## src/rtl/core/pffs_pkg.sv

```systemverilog
// ----------------------------------------------------------------------------
// Page frame free stack: package
// Field widths, default parameters, sequencer states and RAM control type.
// ----------------------------------------------------------------------------
package pffs_pkg;

  // Default sizing of the allocator.
  localparam int DEF_STACK_DEPTH  = 4096;
  localparam int DEF_ADDRESS_BITS = 40;
  localparam int DEF_PAGE_SHIFT   = 12;

  // Fixed widths of the port fields.
  localparam int ADDR_FIELD_W  = 40;
  localparam int COUNT_FIELD_W = 13;
  localparam int TYPE_W        = 4;

  // Sequencer states.
  typedef enum logic [1:0] {
    ST_IDLE,
    ST_PUSH,
    ST_POP
  } state_t;

  // Control of the single-port frame RAM.
  typedef struct packed {
    logic en;
    logic we;
  } mem_ctl_t;

endpackage

```

## src/rtl/core/pffs_ctrl.sv

```systemverilog
// ----------------------------------------------------------------------------
// Page frame free stack: control
// Stack pointer, push and pop sequencer, configuration and result registers.
// ----------------------------------------------------------------------------
module pffs_ctrl
  import pffs_pkg::*;
#(
  parameter int STACK_DEPTH  = DEF_STACK_DEPTH,
  parameter int ADDRESS_BITS = DEF_ADDRESS_BITS,
  parameter int PAGE_SHIFT   = DEF_PAGE_SHIFT,
  localparam int FW          = ADDRESS_BITS - PAGE_SHIFT,
  localparam int IW          = $clog2(STACK_DEPTH)
) (
  input  logic                     clk,
  input  logic                     rst_n,
  input  logic                     start,
  output logic                     busy,
  input  logic                     in_opcode,
  input  logic [ADDR_FIELD_W-1:0]  in_region_base,
  input  logic [ADDR_FIELD_W-1:0]  in_region_length,
  input  logic [TYPE_W-1:0]        in_region_type,
  input  logic                     cfg_valid,
  output logic                     cfg_ready,
  input  logic [TYPE_W-1:0]        cfg_usable_type_code,
  output logic                     out_valid,
  output logic [ADDR_FIELD_W-1:0]  out_frame_address,
  output logic                     out_granted,
  output logic [COUNT_FIELD_W-1:0] out_pages_added,
  output logic                     out_pages_dropped,
  output logic [COUNT_FIELD_W-1:0] out_free_frames,
  output mem_ctl_t                 mem_ctl,
  output logic [IW-1:0]            mem_addr,
  output logic [FW-1:0]            mem_wdata,
  input  logic [FW-1:0]            mem_rdata
);

  localparam int CW   = $clog2(STACK_DEPTH + 1);
  localparam int PW   = ADDR_FIELD_W + 1 - PAGE_SHIFT;
  localparam int CMPW = (PW > CW) ? PW : CW;

  state_t                   state_r, state_nxt;
  logic [CW-1:0]            count_r, count_nxt;
  logic [FW-1:0]            frame_r, frame_nxt;
  logic [CW-1:0]            remain_r, remain_nxt;
  logic [CW-1:0]            added_r, added_nxt;
  logic                     dropped_r, dropped_nxt;
  logic [TYPE_W-1:0]        utc_r, utc_nxt;
  logic                     out_valid_r, out_valid_nxt;
  logic [ADDR_FIELD_W-1:0]  out_addr_r, out_addr_nxt;
  logic                     out_granted_r, out_granted_nxt;
  logic [COUNT_FIELD_W-1:0] out_added_r, out_added_nxt;
  logic                     out_dropped_r, out_dropped_nxt;
  logic [COUNT_FIELD_W-1:0] out_free_r, out_free_nxt;

  logic                     accept;
  logic [ADDRESS_BITS-1:0]  base_w;
  logic [FW-1:0]            in_frame;
  logic [PW-1:0]            pages;
  logic [CMPW-1:0]          pages_c;
  logic [CMPW-1:0]          room_c;
  logic [CW-1:0]            take;
  logic                     type_ok;
  logic                     overflow;
  logic [CW-1:0]            count_inc;
  logic [CW-1:0]            count_dec;
  logic [ADDRESS_BITS-1:0]  pop_addr;

  // Region arithmetic: first frame, page count rounded up, room left on the stack.
  always_comb begin
    base_w    = ADDRESS_BITS'(in_region_base);
    in_frame  = base_w[ADDRESS_BITS-1:PAGE_SHIFT];
    pages     = PW'(in_region_length >> PAGE_SHIFT)
              + PW'(|in_region_length[PAGE_SHIFT-1:0]);
    pages_c   = CMPW'(pages);
    room_c    = CMPW'(CW'(STACK_DEPTH) - count_r);
    take      = (pages_c < room_c) ? CW'(pages_c) : CW'(room_c);
    overflow  = pages_c > room_c;
    type_ok   = in_region_type == utc_r;
    count_inc = count_r + CW'(1);
    count_dec = count_r - CW'(1);
    pop_addr  = {mem_rdata, {PAGE_SHIFT{1'b0}}};
  end

  assign accept    = start && (state_r == ST_IDLE);
  assign busy      = state_r != ST_IDLE;
  assign cfg_ready = state_r == ST_IDLE;

  // Sequencer. Reads happen only when idle and writes only while pushing, so
  // a RAM read never overlaps a write of the same entry.
  always_comb begin
    state_nxt       = state_r;
    count_nxt       = count_r;
    frame_nxt       = frame_r;
    remain_nxt      = remain_r;
    added_nxt       = added_r;
    dropped_nxt     = dropped_r;
    utc_nxt         = utc_r;
    out_valid_nxt   = 1'b0;
    out_addr_nxt    = out_addr_r;
    out_granted_nxt = out_granted_r;
    out_added_nxt   = out_added_r;
    out_dropped_nxt = out_dropped_r;
    out_free_nxt    = out_free_r;
    mem_ctl         = '0;
    mem_addr        = IW'(count_r);
    mem_wdata       = frame_r;

    if (cfg_valid && cfg_ready) begin
      utc_nxt = cfg_usable_type_code;
    end

    case (state_r)
      ST_IDLE: begin
        if (accept) begin
          if (in_opcode) begin
            if (count_r != '0) begin
              // Pop: read the top entry, the result follows the read data.
              mem_ctl.en = 1'b1;
              mem_addr   = IW'(count_dec);
              count_nxt  = count_dec;
              state_nxt  = ST_POP;
            end else begin
              // Request on an empty stack.
              out_valid_nxt   = 1'b1;
              out_addr_nxt    = '0;
              out_granted_nxt = 1'b0;
              out_added_nxt   = '0;
              out_dropped_nxt = 1'b0;
              out_free_nxt    = COUNT_FIELD_W'(count_r);
            end
          end else if (type_ok && (take != '0)) begin
            frame_nxt   = in_frame;
            remain_nxt  = take;
            added_nxt   = take;
            dropped_nxt = overflow;
            state_nxt   = ST_PUSH;
          end else begin
            // Registration that pushes nothing.
            out_valid_nxt   = 1'b1;
            out_addr_nxt    = '0;
            out_granted_nxt = 1'b0;
            out_added_nxt   = '0;
            out_dropped_nxt = type_ok && overflow;
            out_free_nxt    = COUNT_FIELD_W'(count_r);
          end
        end
      end
      ST_PUSH: begin
        // One page per cycle at the stack pointer.
        mem_ctl.en = 1'b1;
        mem_ctl.we = 1'b1;
        count_nxt  = count_inc;
        frame_nxt  = frame_r + FW'(1);
        remain_nxt = remain_r - CW'(1);
        if (remain_r == CW'(1)) begin
          out_valid_nxt   = 1'b1;
          out_addr_nxt    = '0;
          out_granted_nxt = 1'b0;
          out_added_nxt   = COUNT_FIELD_W'(added_r);
          out_dropped_nxt = dropped_r;
          out_free_nxt    = COUNT_FIELD_W'(count_inc);
          state_nxt       = ST_IDLE;
        end
      end
      ST_POP: begin
        out_valid_nxt   = 1'b1;
        out_addr_nxt    = ADDR_FIELD_W'(pop_addr);
        out_granted_nxt = 1'b1;
        out_added_nxt   = '0;
        out_dropped_nxt = 1'b0;
        out_free_nxt    = COUNT_FIELD_W'(count_r);
        state_nxt       = ST_IDLE;
      end
      default: begin
        state_nxt = ST_IDLE;
      end
    endcase
  end

  // Control state.
  always_ff @(posedge clk) begin
    if (!rst_n) begin
      state_r     <= ST_IDLE;
      count_r     <= '0;
      utc_r       <= '0;
      out_valid_r <= 1'b0;
    end else begin
      state_r     <= state_nxt;
      count_r     <= count_nxt;
      utc_r       <= utc_nxt;
      out_valid_r <= out_valid_nxt;
    end
  end

  // Working and result payload.
  always_ff @(posedge clk) begin
    frame_r       <= frame_nxt;
    remain_r      <= remain_nxt;
    added_r       <= added_nxt;
    dropped_r     <= dropped_nxt;
    out_addr_r    <= out_addr_nxt;
    out_granted_r <= out_granted_nxt;
    out_added_r   <= out_added_nxt;
    out_dropped_r <= out_dropped_nxt;
    out_free_r    <= out_free_nxt;
  end

  assign out_valid         = out_valid_r;
  assign out_frame_address = out_addr_r;
  assign out_granted       = out_granted_r;
  assign out_pages_added   = out_added_r;
  assign out_pages_dropped = out_dropped_r;
  assign out_free_frames   = out_free_r;

endmodule

```

## config.mk

```make
export PLATFORM = sky130hd
export DESIGN_NAME = pffs_ctrl
export DESIGN_NICKNAME = d
export VERILOG_FILES = /design/src/rtl/core/pffs_pkg.sv /design/src/rtl/core/pffs_ctrl.sv
export SDC_FILE = /design/constraint.sdc
export NUM_CORES = 1
export LEC_CHECK = 0
export BUFFER_PORTS_ARGS = -buffer_cell sky130_fd_sc_hd__buf_2
export CAP_MARGIN = 20
export CORE_MARGIN = 1
export CORE_UTILIZATION = 30
export CTS_BUF_LIST = sky130_fd_sc_hd__clkbuf_4 sky130_fd_sc_hd__clkbuf_8
export CTS_CLUSTER_DIAMETER = 120
export DETAILED_ROUTE_END_ITERATION = 7
export HOLD_SLACK_MARGIN = 0.03
export PLACE_DENSITY = 0.55
export SETUP_SLACK_MARGIN = 0.1
export SLEW_MARGIN = 10
export SYNTH_ARGS = -nofsm -noshare
export SYNTH_HDL_FRONTEND = slang
export SYNTH_SLANG_ARGS = --single-unit
```

## constraint.sdc

```tcl
create_clock -name clk -period 12.6 [get_ports clk]
set_input_delay 1.89 -clock clk [delete_from_list [all_inputs] [get_ports clk]]
set_output_delay 1.89 -clock clk [all_outputs]
set_load 0.01 [all_outputs]
```

# --- After elaboration in Yosys (flattened, before gate mapping) ---
# Index checks and enable logic that the tools add are counted.
# W data, S select, Z words.
word_totals:
  in_bits: 121
  wordCells: 115
  regBits: 143
op_classes:
  n_addsub: 6
  eq_ne: 14
  n_lt_le_gt_ge: 2
  n_bitwise: 1
  muxes: 63
  reduce_logical: 16
op_table:
  columns: ["op", "count"]
  rows:
  - ["$mux W13", 17]
  - ["$mux W40", 5]
  - ["$pmux W40 S3", 1]
  - ["$mux W28", 3]
  - ["$pmux W13 S3", 2]
  - ["$pmux W28 S2", 1]
  - ["$pmux W13 S2", 2]
  - ["$mux W12", 4]
  - ["$add A28 B1 Y29", 1]
  - ["$gt A29 B29 Y1", 1]
  - ["$lt A29 B29 Y1", 1]
  - ["$add A28 B1 Y28 const B", 1]
  - ["$reduce_bool A13 Y1", 2]
  - ["$sub A13 B1 Y13 const B", 2]
  - ["$mux W1", 18]
  - ["$reduce_and A4 Y1", 4]
  - ["$sub A13 B13 Y14 const A", 1]
  - ["$add A13 B1 Y13 const B", 1]
  - ["$eq A13 B1 Y1 const B", 1]
  - ["$reduce_or A12 Y1", 1]
  - ["$mux W2", 5]
  - ["$pmux W1 S3", 3]
  - ["$ne A2 B1 Y1 const B", 3]
  - ["$ne A2 B2 Y1 const B", 3]
  - ["13 further kinds", 19]

# --- Logic depth before layout (Yosys ltp) ---
logic_depth:
  ltp_word: 10
  mapped_depth: 19
  depth_no_buf: 18

# --- Worst setup path before layout ---
# OpenSTA, ideal clock, no wires.
synth_path:
  kind: "input port to flip-flop"
  start: "input in_region_length[2]"
  end: "register out_addr_r[12] (netlist: out_frame_address[12]), enable pin"
  cell_stages: 16
  arrival_time_ns: 9.162
  setup_ns: 0.554
  required_time_ns: 12.046
  path_buffers: 0
  path_slack_ns: 2.885
  path_cell_list: "nor4_1 -> nand3_1 -> ha_1 -> ha_1 -> and3_1 -> xnor2_1 -> inv_1 -> ha_1 -> and3_1 -> a211oi_1 -> a21boi_1 -> o41a_1 -> nor2_1 -> mux2i_4 -> nand2_1 -> a211oi_1"
synth_via:
  elab_chain_cells: 8
synth_lines:
  columns: ["item", "line_no", "rtl"]
  rows:
  - ["start: declaration", "pffs_ctrl.sv:20", "input logic [ADDR_FIELD_W-1:0] in_region_length,"]
  - ["$reduce_or A12 Y1 (*)", "pffs_ctrl.sv:73", "+ PW'(|in_region_length[PAGE_SHIFT-1:0]);"]
  - ["$add A28 B1 Y29 (*)", "pffs_ctrl.sv:73", null]
  - ["$lt A29 B29 Y1", "pffs_ctrl.sv:76", "take = (pages_c < room_c) ? CW'(pages_c) : CW'(room_c);"]
  - ["$mux W13 (*)", "pffs_ctrl.sv:76", null]
  - ["$reduce_bool A13 Y1 (*)", "pffs_ctrl.sv:131", "end else if (type_ok && (take != '0)) begin"]
  - ["$logic_and A1 B1 Y1 (*)", "pffs_ctrl.sv:131", null]
  - ["$ne A3 B3 Y1 (no line) (*)", null, null]
  - ["$reduce_and A5 Y1 (no line) (*)", null, null]
  - ["end signal: assignment", "pffs_ctrl.sv:201", "out_addr_r <= out_addr_nxt;"]
  - ["end: declaration", "pffs_ctrl.sv:49", "logic [ADDR_FIELD_W-1:0] out_addr_r, out_addr_nxt;"]
# Mark *: on every way between the ends. The rest lies on a longest branch, timed or not.
# A chain may end at the register's enable or synchronous reset.

# --- Worst setup path after layout ---
layout_path:
  start: "input in_region_length[6]"
  end: "register out_addr_r[14] (netlist: out_frame_address[14]), enable pin"
# The elaborated chain is that of the path after synthesis.

==> out/metrics.cfg <==
[run_status]
status = finished clean

[critical_path]
cp_max_fo = 44
critPathKind = primary input to flip-flop
rr_worst_depth = 17
rrSetupSlack_ns = 6.86
worst_setup_path_start_kind = primary input
r2r-start = count_r[0]$_SDFFE_PN0P_
crit_arrival_ns = 6.89
required_ns = 12.67
end_kind = flip-flop
r2r_end = out_frame_address[14]$_SDFFCE_PN0P_

[placed_design]
dp_cells = 1339
hpwlAfterDp_mm = 14.9
gp_congestion = 0.836
place_area_sq_um = 9510
port_buffers = 209

[final_layout]
fin_nets = 1181
drive_above_1_share = 0.266
utilization = 0.371
final_area_sq_um = 9930
diodes = 0
area_growth_pct = 21.6
fin_cells = 1371

[sta]
slew_headroom = 0.467
setup_tns_ns = 0
hold_viol = 0
holdWs_ns = 0.468
tightest_slew_ns = 0.799
fmax_mhz = 147
period_share = 0.541
rsz0062_at_grt = false
setup_violations = 0
post-route-min-period_ns = 6.82
final.setup_skew_ns = 0.0129
drv_slew = 0

[drt]
ant_nets = 0
drt-initial-drc-count = 359
drt-met1-wl_mm = 9.64
num_vias = 6553
wl_met2_mm = 9.00
wl_per_cell_um = 14.7
wl_mm = 20.1
via_per_inst = 4.78
drc_errors = 0
maxUsedRoutingLayer = met4
firstDrtPassIters = 5
wl_met3_mm = 1.29

[die]
core_region_area_sq_um = 26800
die_width_um = 167
initial_core_util = 0.305
dieArea_sq_um = 27900
rows = 60
pin_count = 234
die_h_um = 167

[yosys]
synth.avg_cell_area_sq_um = 9.95
ys_seq_area_frac = 0.457
synth_top_area_frac = 0.408
ys_seq_elements = 131
yosysWarningCount = 0
async_flop_share = 0
yosysMostFrequentCell = edfxtp_1
netlist_area_sq_um = 8170
synth_common_cells = edfxtp_1, nor2_1, nand2_1
ys_types = 60
syn-instance-count = 821
synth.largest_area_cell = edfxtp_1
synthTopCellsByArea = edfxtp_1, ha_1, xnor2_1, xor2_1, dfxtp_1
synth_ff_type = edfxtp_1
synth-edff-count = 111

[clock_network]
cts_made_buffers = 17
cts_setup_buffers = 0
cts_tree = yes
htreeDepth = 4
clock-sinks = 131
cts_max_path_buffers = 2
clk_latency_ns = 0.44
cts_hold_buf = 0
cts_resized = 0
cts_root_buf = clkbuf_8
clk_pin_slew_ns = 0.08

[power]
p_per_area_nw_per_um2 = 251
ir_worst_vdd_mv = 0.162
power.static_leakage_nw = 4.05

[min_path]
hold_depth = 2
hold_start = utc_r[3]$_SDFFE_PN0P_
hold_class = flip-flop to flip-flop
hold_path_end = utc_r[3]$_SDFFE_PN0P_

[grt]
grt_usage = 0.143
antenna_found_initial = 0
grt_max_degree = 67
grt-ovfl-total = 0
grt_pass1_vias = 5939
grt_pass1_wl_mm = 31.7

[run]
maxCapViolations = 0

[final cells by class]
cell class	instances	area (sq um)
fillers	2720	16900
multi-input cells	628	4170
flip-flops and latches	131	3730
repair buffers	215	1090
well taps	341	427
clock buffers	19	262
clock inverters	13	159
inverters	24	90.1
[cells by family after synthesis]
logic type / count (synthesis) / share of synthesized area
other: 1 / 0.000459
DFF: 131 / 0.457
muxes: 17 / 0.0240
AOI/OAI and AO/OA: 115 / 0.0864
adders and majority gates: 43 / 0.0659
buffers and inverters: 73 / 0.0423
and+or+nand+nor: 331 / 0.205
xor gates and xnor gates: 110 / 0.119
[cells in the final DEF, fill, tap and decap left out, types with 4 or more instances in the layout]
| cell type | n |
|---|---|
| and3_1 | 16 |
| a21oi_1 | 45 |
| nand2_1 | 66 |
| conb_1 | 12 |
| and2_1 | 43 |
| xor2_1 | 53 |
| mux2i_1 | 5 |
| o21ai_0 | 25 |
| o21ai_1 | 6 |
| nand3_1 | 41 |
| nor4_1 | 9 |
| a31oi_1 | 6 |
| inv_1 | 24 |
| mux2_2 | 11 |
| and4_1 | 7 |
| xnor2_1 | 56 |
| nand4_1 | 20 |
| edfxtp_1 | 111 |
| or2_2 | 4 |
| buf_4 | 6 |
| nor2_1 | 88 |
| nor3_1 | 18 |
| clkbuf_8 | 19 |
| buf_2 | 209 |
| or3_1 | 9 |
| clkinv_2 | 4 |
| dfxtp_1 | 20 |
| ha_1 | 42 |
[state kept, by name, indices dropped and copies added (netlist names)]
name               cells
dropped_r              1
out_pages_dropped      1
remain_r              13
out_free_frames       13
mem_wdata             28
count_r               13
utc_r                  4
out_granted            1
state_r                2
out_pages_added       13
out_valid              1
out_frame_address     28
added_r               13
[stage by stage]
step                power, W  setup WS, ns
CTS                  0.00252          5.76
finish               0.00249          5.78
global placement     0.00211          5.32
detailed placement   0.00212          5.27
global route         0.00268          5.19
floorplan            0.00172          2.88
[worst max path at each step]
stage	start	endpoint	slack, ns	depth (start not counted)
3_3_place_gp	in_region_length[6]	out_pages_added[6]$_SDFFCE_PN0P_	5.32	19
4_1_cts	in_region_length[6]	out_pages_added[6]$_SDFFCE_PN0P_	5.76	19
6_report	in_region_length[6]	out_frame_address[14]$_SDFFCE_PN0P_	5.78	19
2_1_floorplan	in_region_length[2]	out_frame_address[12]$_SDFFCE_PN0P_	2.88	16
3_5_place_dp	in_region_length[6]	out_pages_added[6]$_SDFFCE_PN0P_	5.27	19
5_1_grt	in_region_length[1]	out_pages_added[6]$_SDFFCE_PN0P_	5.19	21
[per-layer routing]
layer	track usage	up-vias
met3	0.0342	12
met2	0.223	211
met5	0	-
met1	0.196	3039
li1	-	3291
met4	0.0403	0
[power breakdown]
group / switching, W / internal (W)
clock network: 0.000172 / 0.000206
registers: 0.000100 / 0.000693
logic: 0.000802 / 0.000522
total: 0.00107 / 0.00142
[worst max-delay path, cell delays in order]
cell and delay [ns]:
buf_2 0.09, nor4_1 0.27, nand3_1 0.12, ha_1 0.26
ha_1 0.27, and3_1 0.26, xnor2_1 0.26, inv_1 0.08
ha_1 0.32, and3_1 0.15, a211oi_1 0.21, a21boi_1 0.10
o41a_1 0.37, nor2_1 0.10, buf_4 0.27, mux2i_4 0.41
nand2_1 0.15, a211oi_4 0.65, buf_4 0.59
(Power assumes the default switching activity.)
